**src/rtl/stgb_pkg.sv**
```systemverilog
// ----------------------------------------------------------------------------
// State transition graph builder package
// Shared request types, key layout constants and default sizes.
// ----------------------------------------------------------------------------
package stgb_pkg;

  localparam int DEF_FIGHTERS  = 2;
  localparam int DEF_MAX_NODES = 256;
  localparam int DEF_MAX_EDGES = 1024;

  localparam logic [15:0] GUARD_DAMAGE = 16'd30;
  localparam logic [15:0] WEIGHT_MAX   = 16'hFFFF;
  localparam int          QUEUE_DEPTH  = 4;

  typedef struct packed {
    logic [2:0]  fighter;
    logic        two_fighters;
    logic [39:0] motion;
    logic [15:0] status;
    logic [7:0]  hit_status;
    logic [15:0] hitstun;
    logic [15:0] prev_hitstun;
    logic        attack_connected;
    logic [15:0] opp_hitstun;
    logic [15:0] opp_prev_hitstun;
    logic [15:0] opp_status;
    logic        opp_attack_connected;
  } in_t;

  typedef struct packed {
    logic [2:0]  out_fighter;
    logic        skipped;
    logic [7:0]  node_index;
    logic        new_node;
    logic        has_edge;
    logic [9:0]  edge_index;
    logic        new_edge;
    logic [15:0] edge_weight;
    logic        table_full;
  } out_t;

  typedef struct packed {
    logic [2:0]  fighter;
    logic        skip;
    logic [39:0] motion;
    logic [29:0] rest;
  } work_t;

endpackage

```
**src/rtl/stgb_front.sv**
```systemverilog
// ----------------------------------------------------------------------------
// State transition graph builder front end
// Forms the state key, marks repeats of each fighter's last key as skipped and queues work.
// ----------------------------------------------------------------------------
module stgb_front #(
  parameter int FIGHTERS = stgb_pkg::DEF_FIGHTERS
) (
  input  logic           clk,
  input  logic           rst_n,
  input  logic           in_valid,
  output logic           in_stall,
  input  stgb_pkg::in_t  in_data,
  input  logic           q_full,
  output logic           q_push,
  output stgb_pkg::work_t q_data
);
  import stgb_pkg::*;

  localparam int FW = (FIGHTERS > 1) ? $clog2(FIGHTERS) : 1;
  localparam int FN = 2 ** FW;

  logic        last_valid_r [FN];
  logic [39:0] last_motion_r [FN];
  logic [29:0] last_rest_r [FN];
  logic [FW-1:0] fsel;
  logic        in_range;
  logic        repeat_key;
  logic [29:0] rest;
  logic        accept;

  assign fsel     = in_data.fighter[FW-1:0];
  assign in_range = ({29'd0, in_data.fighter} < FIGHTERS);
  assign in_stall = q_full;
  assign accept   = in_valid && !q_full;

  always_comb begin
    rest = {6'd0, in_data.hit_status, in_data.status};
    rest[24] = in_data.two_fighters && in_data.opp_attack_connected &&
               (in_data.hitstun == in_data.prev_hitstun);
    rest[25] = (in_data.hitstun != 16'd0);
    rest[26] = (in_data.status == GUARD_DAMAGE);
    rest[27] = in_data.two_fighters && in_data.attack_connected &&
               (in_data.opp_hitstun == in_data.opp_prev_hitstun);
    rest[28] = in_data.two_fighters && (in_data.opp_hitstun != 16'd0);
    rest[29] = in_data.two_fighters && (in_data.opp_status == GUARD_DAMAGE);
  end

  assign repeat_key = last_valid_r[fsel] && (last_motion_r[fsel] == in_data.motion) &&
                      (last_rest_r[fsel] == rest);

  assign q_push         = accept;
  assign q_data.fighter = in_data.fighter;
  assign q_data.skip    = !in_range || repeat_key;
  assign q_data.motion  = in_data.motion;
  assign q_data.rest    = rest;

  always_ff @(posedge clk) begin
    if (!rst_n) begin
      for (int i = 0; i < FN; i++) begin
        last_valid_r[i]  <= 1'b0;
        last_motion_r[i] <= '0;
        last_rest_r[i]   <= '0;
      end
    end else if (accept && in_range && !repeat_key) begin
      last_valid_r[fsel]  <= 1'b1;
      last_motion_r[fsel] <= in_data.motion;
      last_rest_r[fsel]   <= rest;
    end
  end

endmodule

```
**config.mk**
```make
export PLATFORM = sky130hd
export DESIGN_NAME = stgb_front
export DESIGN_NICKNAME = d
export VERILOG_FILES = /design/src/rtl/stgb_pkg.sv /design/src/rtl/stgb_front.sv
export SDC_FILE = /design/constraint.sdc
export NUM_CORES = 1
export LEC_CHECK = 0
export BUFFER_PORTS_ARGS = -buffer_cell sky130_fd_sc_hd__buf_4
export CORE_UTILIZATION = 50
export DETAILED_ROUTE_END_ITERATION = 10
export PLACE_DENSITY = 0.73
export SYNTH_ARGS = -nofsm -noshare
export SYNTH_HDL_FRONTEND = slang
export SYNTH_SLANG_ARGS = --single-unit
```
**constraint.sdc**
```tcl
create_clock -name clk -period 10.7 [get_ports clk]
set_clock_uncertainty 0.1 [all_clocks]
set_input_delay 0.535 -clock clk [delete_from_list [all_inputs] [get_ports clk]]
set_output_delay 0.535 -clock clk [all_outputs]
set_load 0.03 [all_outputs]
```
==> out/qor.yml <==
rsz0062_at_grt: "false"
fin_crit_ns: 4.85
cp.arrival_ns: 4.22
cts_setup_buffers: 0
fin_crit_sh: 0.454
diodes: 0
layout.cells.non_filler: 1083
leakagePower_nw: 4.20
synthTopCellsByArea: "edfxtp_1 (53%), xnor2_1 (10%), mux2i_1 (8.6%), buf_4 (6.9%), nor2_1 (6.8%)"
synth_compound_area_frac: 0.0132
seq_area_frac_synth: 0.539
num_rows: 45
io_pins: 230
wl_per_cell_um: 16.7
dp_hpwl_um: 12600
synth_top_family_by_area: "buffers and inverters"
hold_path_class: "primary input to register"
syn_area_um2: 7880
drc: 0
cts_tree: "built"
ys_async_sr_fraction: 0
final_core_util: 0.639
synthCells: 698
grt_pass1_vias: 5492
p_per_area_nw_per_um2: 152
cts-root-buf: "clkbuf_16"
gp_congestion: 0.882
syn_area_per_cell_um2: 11.3
syn_to_final_growth_pct: 24.3
clk_pin_slew_ns: 0.06
synth_seq_cells: 142
setup_viol: 0
cts_resized: 0
dp.cells: 1051
grt_max_degree: 72
portBuffers: 229
combPwrFrac: 0.148
final_cell_mix: "buf_4 (232), nor2_1 (143), edfxtp_1 (140)"
ff2ff_path_depth: 8
synth-simple-area-share: 0.125
fin_setup_tns_ns: 0
start_util: 0.514
start_kind: "primary input"
numCtsBuffers: 17
first_iter_violations: 373
synth-edff-count: 140
timing.final.ws_setup_ns: 5.85
crit_type: "primary input to output pin"
ys.flop_type: "edfxtp_1"
grt_pass1_wl_um: 27700
seqPwrFrac: 0.436
nFillCells: 1244
slew_violations: 0
clockBufferDepth: 2
crit_fanout: 58
end_kind: "output pin"
status: "finished, final reports clean"
max_freq_mhz: 206
htree_levels: 4
cts_sinks: 142
required_ns: 10.07
synth_xor_area_frac: 0.107
synth.area.mux_share: 0.0893
cts_hold_buffers: 0
swShare: 0.239
synth_warnings: 0
final_common_cell: "buf_4"
grt_overflow: 0
report.final.hold_viol_count: 0
pre_cts_ws_ns: 5.74
synth_area_leader_cell: "edfxtp_1"
grt_use_total: 0.229
regArea_um2: 4240
hold_depth: 3
peakVddDrop_v: 0.000113
antenna_found_initial: 0
syn_nets: 852
via_count: 5456
postRouteAntennaNets: 0
maxCapViolCount: 0
power.switching_uw: 357
drt_pass1_iterations: 5
synth.distinct_cells: 36
multiInputGateArea_um2: 2640
p_int_mw: 1.14
relSlewSlack: 0.330
fp.dieH_um: 128
clk_latency_ns: 0.42
vias_per_cell: 5.04
die_w_um: 128
dieArea_um2: 16300
yosysTopAreaCellShare: 0.534
synthAdderAreaFrac: 0
drt-total-wl_um: 18000
core_area_um2: 15300
tightest_slew_ns: 1.00
layout.nets: 1013
drive_gt1_frac: 0.310
clockPowerShare: 0.415
## registers in the layout (all words and copies together) (netlist names)
name and flops:
last_rest_r 60, last_motion_r 80, last_valid_r 2
## critical path, stage by stage
cell	delay, ns
buf_4	0.28
buf_4	0.82
mux2i_1	0.31
xnor2_1	0.11
nor4_1	0.46
nand3_1	0.24
or4_4	0.63
o31ai_1	0.49
buf_4	0.26
## worst paths after layout
kind	from	to	slack, ns
worst max-delay path	in_data[147]	q_data[70]	5.85
worst min-delay path	rst_n	last_valid_r[0]$_DFF_P_	0.32
worst min register to register	last_valid_r[0]$_DFF_P_	last_valid_r[0]$_DFF_P_	0.36
worst max register to register	last_rest_r[0][21]$_SDFFCE_PN0P_	last_rest_r[1][5]$_SDFFCE_PN0P_	7.09
## routing by layer
metal	wire (µm)	vias to the layer above	track usage
li1	-	2618	-
met1	7050	2590	0.258
met2	9610	220	0.425
met3	992	28	0.0419
met4	401	0	0.0924
met5	0	-	0
## synth_stat cells (all sizes together), types with 2 or more instances
master / number
o31ai: 3
nor4bb: 2
nand3: 4
dfxtp: 2
inv: 73
xor2: 6
mux2: 2
nand2: 10
xnor2: 90
nor4: 24
nor2b: 3
nor3: 4
nor2: 143
o21ai: 2
edfxtp: 140
nand4: 17
buf: 90
or4: 2
mux2i: 68
## cell type report
cell class / count / area share
timing repair buffer: 232 / 0.178
inverter: 73 / 0.0280
clock inverter: 13 / 0.0194
sequential: 142 / 0.433
tap: 211 / 0.0270
multi-input combinational: 393 / 0.270
clock buffer: 19 / 0.0442
## stage by stage
step           hold slack [ns]  instance area [µm²]  total power, mW
3_5_place_dp             0.345                 9170            0.885
4_1_cts                  0.299                 9790             1.50
6_report                 0.317                 9790             1.49
5_1_grt                  0.313                 9790             1.54
3_3_place_gp             0.332                 9170            0.879
2_1_floorplan            0.318                 7880            0.801
## power by group through the flow
stage | clock network, mW | registers (mW) | logic [mW]
6_report | 0.620 | 0.651 | 0.221
5_1_grt | 0.645 | 0.654 | 0.238
4_1_cts | 0.626 | 0.652 | 0.223
3_5_place_dp | 0 | 0.663 | 0.222
3_3_place_gp | 0 | 0.660 | 0.218
2_1_floorplan | 0 | 0.661 | 0.140
## kinds of logic (layout without fill, tap and decap cells)
logic type,count (synthesis),in the layout
multiplexers,70,70
AO/OA/AOI/OAI,11,11
XOR/XNOR,96,96
flip-flops,142,142
buffers and inverters,163,337
AND/OR/NAND/NOR,216,216
(Power assumes the default switching activity.)
