`src/rtl/stgb_pkg.sv`:
```
// ----------------------------------------------------------------------------
// State transition graph builder package
// Shared request types, key layout constants and default sizes.
// ----------------------------------------------------------------------------
package stgb_pkg;

  localparam int DEF_FIGHTERS  = 2;
  localparam int DEF_MAX_NODES = 256;
  localparam int DEF_MAX_EDGES = 1024;

  localparam logic [15:0] GUARD_DAMAGE = 16'd30;
  localparam logic [15:0] WEIGHT_MAX   = 16'hFFFF;
  localparam int          QUEUE_DEPTH  = 4;

  typedef struct packed {
    logic [2:0]  fighter;
    logic        two_fighters;
    logic [39:0] motion;
    logic [15:0] status;
    logic [7:0]  hit_status;
    logic [15:0] hitstun;
    logic [15:0] prev_hitstun;
    logic        attack_connected;
    logic [15:0] opp_hitstun;
    logic [15:0] opp_prev_hitstun;
    logic [15:0] opp_status;
    logic        opp_attack_connected;
  } in_t;

  typedef struct packed {
    logic [2:0]  out_fighter;
    logic        skipped;
    logic [7:0]  node_index;
    logic        new_node;
    logic        has_edge;
    logic [9:0]  edge_index;
    logic        new_edge;
    logic [15:0] edge_weight;
    logic        table_full;
  } out_t;

  typedef struct packed {
    logic [2:0]  fighter;
    logic        skip;
    logic [39:0] motion;
    logic [29:0] rest;
  } work_t;

endpackage

```
`src/rtl/stgb_queue.sv`:
```
// ----------------------------------------------------------------------------
// State transition graph builder work queue
// A short first-in first-out buffer between the front end and the back end.
// ----------------------------------------------------------------------------
module stgb_queue (
  input  logic            clk,
  input  logic            rst_n,
  input  logic            push,
  input  stgb_pkg::work_t push_data,
  input  logic            pop,
  output stgb_pkg::work_t pop_data,
  output logic            full,
  output logic            empty
);
  import stgb_pkg::*;

  localparam int PW = $clog2(QUEUE_DEPTH);

  work_t          buf_r [QUEUE_DEPTH];
  logic [PW-1:0]  wr_r;
  logic [PW-1:0]  rd_r;
  logic [PW:0]    cnt_r;

  assign full     = (cnt_r == (PW+1)'(QUEUE_DEPTH));
  assign empty    = (cnt_r == '0);
  assign pop_data = buf_r[rd_r];

  always_ff @(posedge clk) begin
    if (push && !full) begin
      buf_r[wr_r] <= push_data;
    end
  end

  always_ff @(posedge clk) begin
    if (!rst_n) begin
      wr_r  <= '0;
      rd_r  <= '0;
      cnt_r <= '0;
    end else begin
      if (push && !full) begin
        wr_r <= wr_r + 1'b1;
      end
      if (pop && !empty) begin
        rd_r <= rd_r + 1'b1;
      end
      cnt_r <= cnt_r + (PW+1)'(push && !full) - (PW+1)'(pop && !empty);
    end
  end

endmodule

```
`config.mk`:
```
export PLATFORM = sky130hd
export DESIGN_NAME = stgb_queue
export DESIGN_NICKNAME = d
export VERILOG_FILES = /design/src/rtl/stgb_pkg.sv /design/src/rtl/stgb_queue.sv
export SDC_FILE = /design/constraint.sdc
export NUM_CORES = 1
export LEC_CHECK = 0
export BUFFER_PORTS_ARGS = -buffer_cell sky130_fd_sc_hd__buf_4
export CELL_PAD_IN_SITES_DETAIL_PLACEMENT = 1
export CELL_PAD_IN_SITES_GLOBAL_PLACEMENT = 1
export CORE_MARGIN = 2
export CORE_UTILIZATION = 50
export DETAILED_ROUTE_END_ITERATION = 16
export HOLD_SLACK_MARGIN = 0.12
export MAX_ROUTING_LAYER = met4
export PLACE_DENSITY = 0.82
export SETUP_SLACK_MARGIN = 0.1
export SLEW_MARGIN = 20
export SYNTH_ARGS = -nofsm -noshare
export SYNTH_HDL_FRONTEND = slang
export SYNTH_SLANG_ARGS = --single-unit
```
`constraint.sdc`:
```
create_clock -name clk -period 6.8 [get_ports clk]
set_clock_uncertainty 0.2 [all_clocks]
set_input_delay 0.34 -clock clk [delete_from_list [all_inputs] [get_ports clk]]
set_output_delay 0.34 -clock clk [all_outputs]
set_load 0.01 [all_outputs]
```
==> run_results.csv <==
group,metric,value,unit
run_status,status,"finished clean",
place,place_congestion,0.6887,
clock_tree,numCtsBuffers,30,
route,drt-initial-drc-count,314,
logic_synthesis,yosysTopAreaCell,"edfxtp_1",
clock_tree,clk_pin_slew,0.06,ns
layout,drive_above_1_share,0.3927,
logic_synthesis,synth_common_cells,"edfxtp_1 (296), mux4_2 (74), dfxtp_1 (9), buf_2 (8)",
worst_hold_path,hold_class,"reg -> reg",
clock_tree,clock-root-buffer,"clkbuf_16",
critical_path,regToRegSetupSlack,3.95,ns
logic_synthesis,ys.flop_type,"edfxtp_1",
critical_path,arrival,3.00,ns
power,sequentialPowerShare,0.476,
timing,hold_viol,0,
route,viasPerCell,5.434,
die,design.core.area,0.02189,mm²
power,ir_worst_vdd,223.5,µV
critical_path,cp-start-kind,"flop",
power,power_leakage,4.859,nW
clock_tree,clock-sinks,305,
timing,min_period,3.537,ns
place,hpwl,12960,µm
timing,fmaxAchievable,282.7,MHz
logic_synthesis,syn_area,0.01117,mm²
clock_tree,cts_max_level,1,
route,num_vias,5369,
timing,slew_headroom,0.4390,
global_route,grt_first_pass_wirelength,35990,µm
route,drtAntennaViolNets,0,
critical_path,crit_required,6.26,ns
die,rows,54,
logic_synthesis,avgSynthCellArea,25.55,µm²
route,wl,23040,µm
die,start_util,0.5101,
clock_tree,cts_tree,"built",
layout,antenna_cells,0,
global_route,grt_start_max_net_pins,75,
die,fp.dieArea,0.02354,mm²
route,wl_met1,9174,µm
critical_path,r2r_cells,4,
route,wl_met2,12180,µm
clock_tree,clockBufferDepth,3,
die,die_x,153.4,µm
timing,maxSlewViolCount,0,
logic_synthesis,ys_async_sr_fraction,0,
power,p_sw,0.001268,W
clock_tree,cts_resized,0,
place,port_buffers,153,
timing,period_share,0.5201,
timing,rsz0062_at_grt,"false",
logic_synthesis,syn_nets,522,
logic_synthesis,synth.area.top_cells,"edfxtp_1 (80%), mux4_2 (15%), dfxtp_1 (1.6%)",
global_route,first_global_vias,6157,
logic_synthesis,synth.top_cell.area_share,0.7961,
power,pwr-share-comb,0.220,
logic_synthesis,synth_seq_cells,305,
route,wl_met3,1279,µm
timing,max_slew.worst_pin.slew,0.8414,ns
clock_tree,clk_latency,0.54,ns
route,wl_per_cell,23.32,µm
power,p_clk_frac,0.304,
power,p_int,0.003760,W
layout,syn2layout_area_growth,28.03,%
global_route,antenna_found_initial,0,
worst_hold_path,whs_endpoint,"wr_r[0]$_SDFFE_PN0P_",
critical_path,rr_startpoint,"cnt_r[2]$_SDFF_PN0_",
logic_synthesis,synthMostInstantiatedCell,"edfxtp_1",
logic_synthesis,synth-seq-area-share,0.8122,
place,pre_cts_ws,3.693,ns
route,top_layer,"met4",
flow_run,drv_cap,0,
worst_hold_path,min_from,"wr_r[0]$_SDFFE_PN0P_",
timing,setup_viol,0,
die,io_pins,154,
logic_synthesis,ys_warn_count,0,
logic_synthesis,ys_types,21,
layout,post-route-util,0.6530,
critical_path,crit_type,"reg -> out",
critical_path,reg2reg_to,"buf_r[0][36]$_DFFE_PP_",
power,p_sw_frac,0.2522,
timing,worst_slack,3.263,ns
global_route,grt_overflow,0,
critical_path,path_max_fanout,38,
die,die_h,153.4,µm
timing,tns,0,ns
logic_synthesis,netlist_instances,437,
power,p_per_area,351.7,mW/mm²
logic_synthesis,synth_edf_count,296,
critical_path,crit_path_end_kind,"primary output",
route,dr.pass1.iters,4,
route,drcViolationCount,0,
layout,finalNetCount,772,
worst_hold_path,min_path_cells,2,
global_route,track_usage,0.2060,
## per-stage QoR
step,area (µm²),power (W),std cells,hold WS (ns)
floorplan,11170,0.003035,437,0.2389
global placement,12590,0.003462,857,0.2750
detailed placement,12590,0.003515,857,0.2942
CTS,14260,0.005081,987,0.3152
global route,14300,0.005240,988,0.3294
finish,14300,0.005028,988,0.3142
## power by group through the flow
| stage | registers, W | clock network, W | logic [W] |
|---|---|---|---|
| 3_5_place_dp | 0.00246 | 0 | 0.00106 |
| 6_report | 0.00239 | 0.00153 | 0.00111 |
| 2_1_floorplan | 0.00236 | 0 | 0.000673 |
| 5_1_grt | 0.00242 | 0.00163 | 0.00119 |
| 4_1_cts | 0.00242 | 0.00156 | 0.00110 |
| 3_3_place_gp | 0.00243 | 0 | 0.00103 |
## kinds of logic (layout without fill, tap and decap cells)
logic type / count (synthesis) / after routing / share of synthesized area
flops: 305 / 305 / 0.8122
mux: 76 / 76 / 0.1511
buf+inv: 24 / 295 / 0.01401
simple gates: 19 / 19 / 0.01065
fa+ha+maj: 7 / 7 / 0.008516
compound gates: 4 / 4 / 0.002017
xor+xnor: 2 / 2 / 0.001569
## placed cells by master, fill, tap and decap left out, types with 6 or more instances in the layout
cell	count
edfxtp_1	296
nand2_1	6
clkbuf_16	30
buf_4	157
clkinv_1	10
inv_1	6
mux4_2	74
clkbuf_1	6
dfxtp_1	7
ha_1	6
dlygate4sd3_1	77
## what timing repair did
| item | in CTS | in global routing |
|---|---|---|
| hold endpoints to repair | 305 | 0 |
| buffers inserted | 0 | 0 |
| hold buffers | 77 | 0 |
## registers in the layout (all words and copies together), names as in the netlist, named ones only
name	count
buf_r	296
cnt_r	3
rd_r	2
wr_r	2
## worst max-delay path by stage
stage / from / to / slack [ns] / depth (start not counted)
6_report: flop / pop_data[56] / 3.26 / 3
5_1_grt: flop / pop_data[56] / 2.97 / 3
3_3_place_gp: flop / pop_data[56] / 3.75 / 3
3_5_place_dp: flop / pop_data[56] / 3.69 / 3
4_1_cts: flop / pop_data[56] / 3.12 / 3
2_1_floorplan: cnt_r[2]$_SDFF_PN0_ / buf_r[0][0]$_DFFE_PP_ / 3.56 / 4
## routing by layer
layer  global-route usage  vias to the layer above
li1                     -                     2361
met1               0.2564                     2807
met2               0.3557                      167
met3              0.04196                       34
met4              0.04238                        0
met5                    -                        -
## worst max-delay path, stage by stage (launching register included)
cell and delay, ns:
dfxtp_4 0.85, buf_4 0.75, mux4_2 0.64, buf_4 0.17
## area by class of cell
class / instances / area, µm²
clock buffer: 36 / 773.2
timing repair buffer: 236 / 1988
tap: 280 / 350.3
sequential: 305 / 9076
multi-input combinational: 108 / 1951
fill: 1779 / 7596
clock inverter: 17 / 133.9
inverter: 6 / 22.52
No activity file was read; power rests on OpenSTA's default activity.
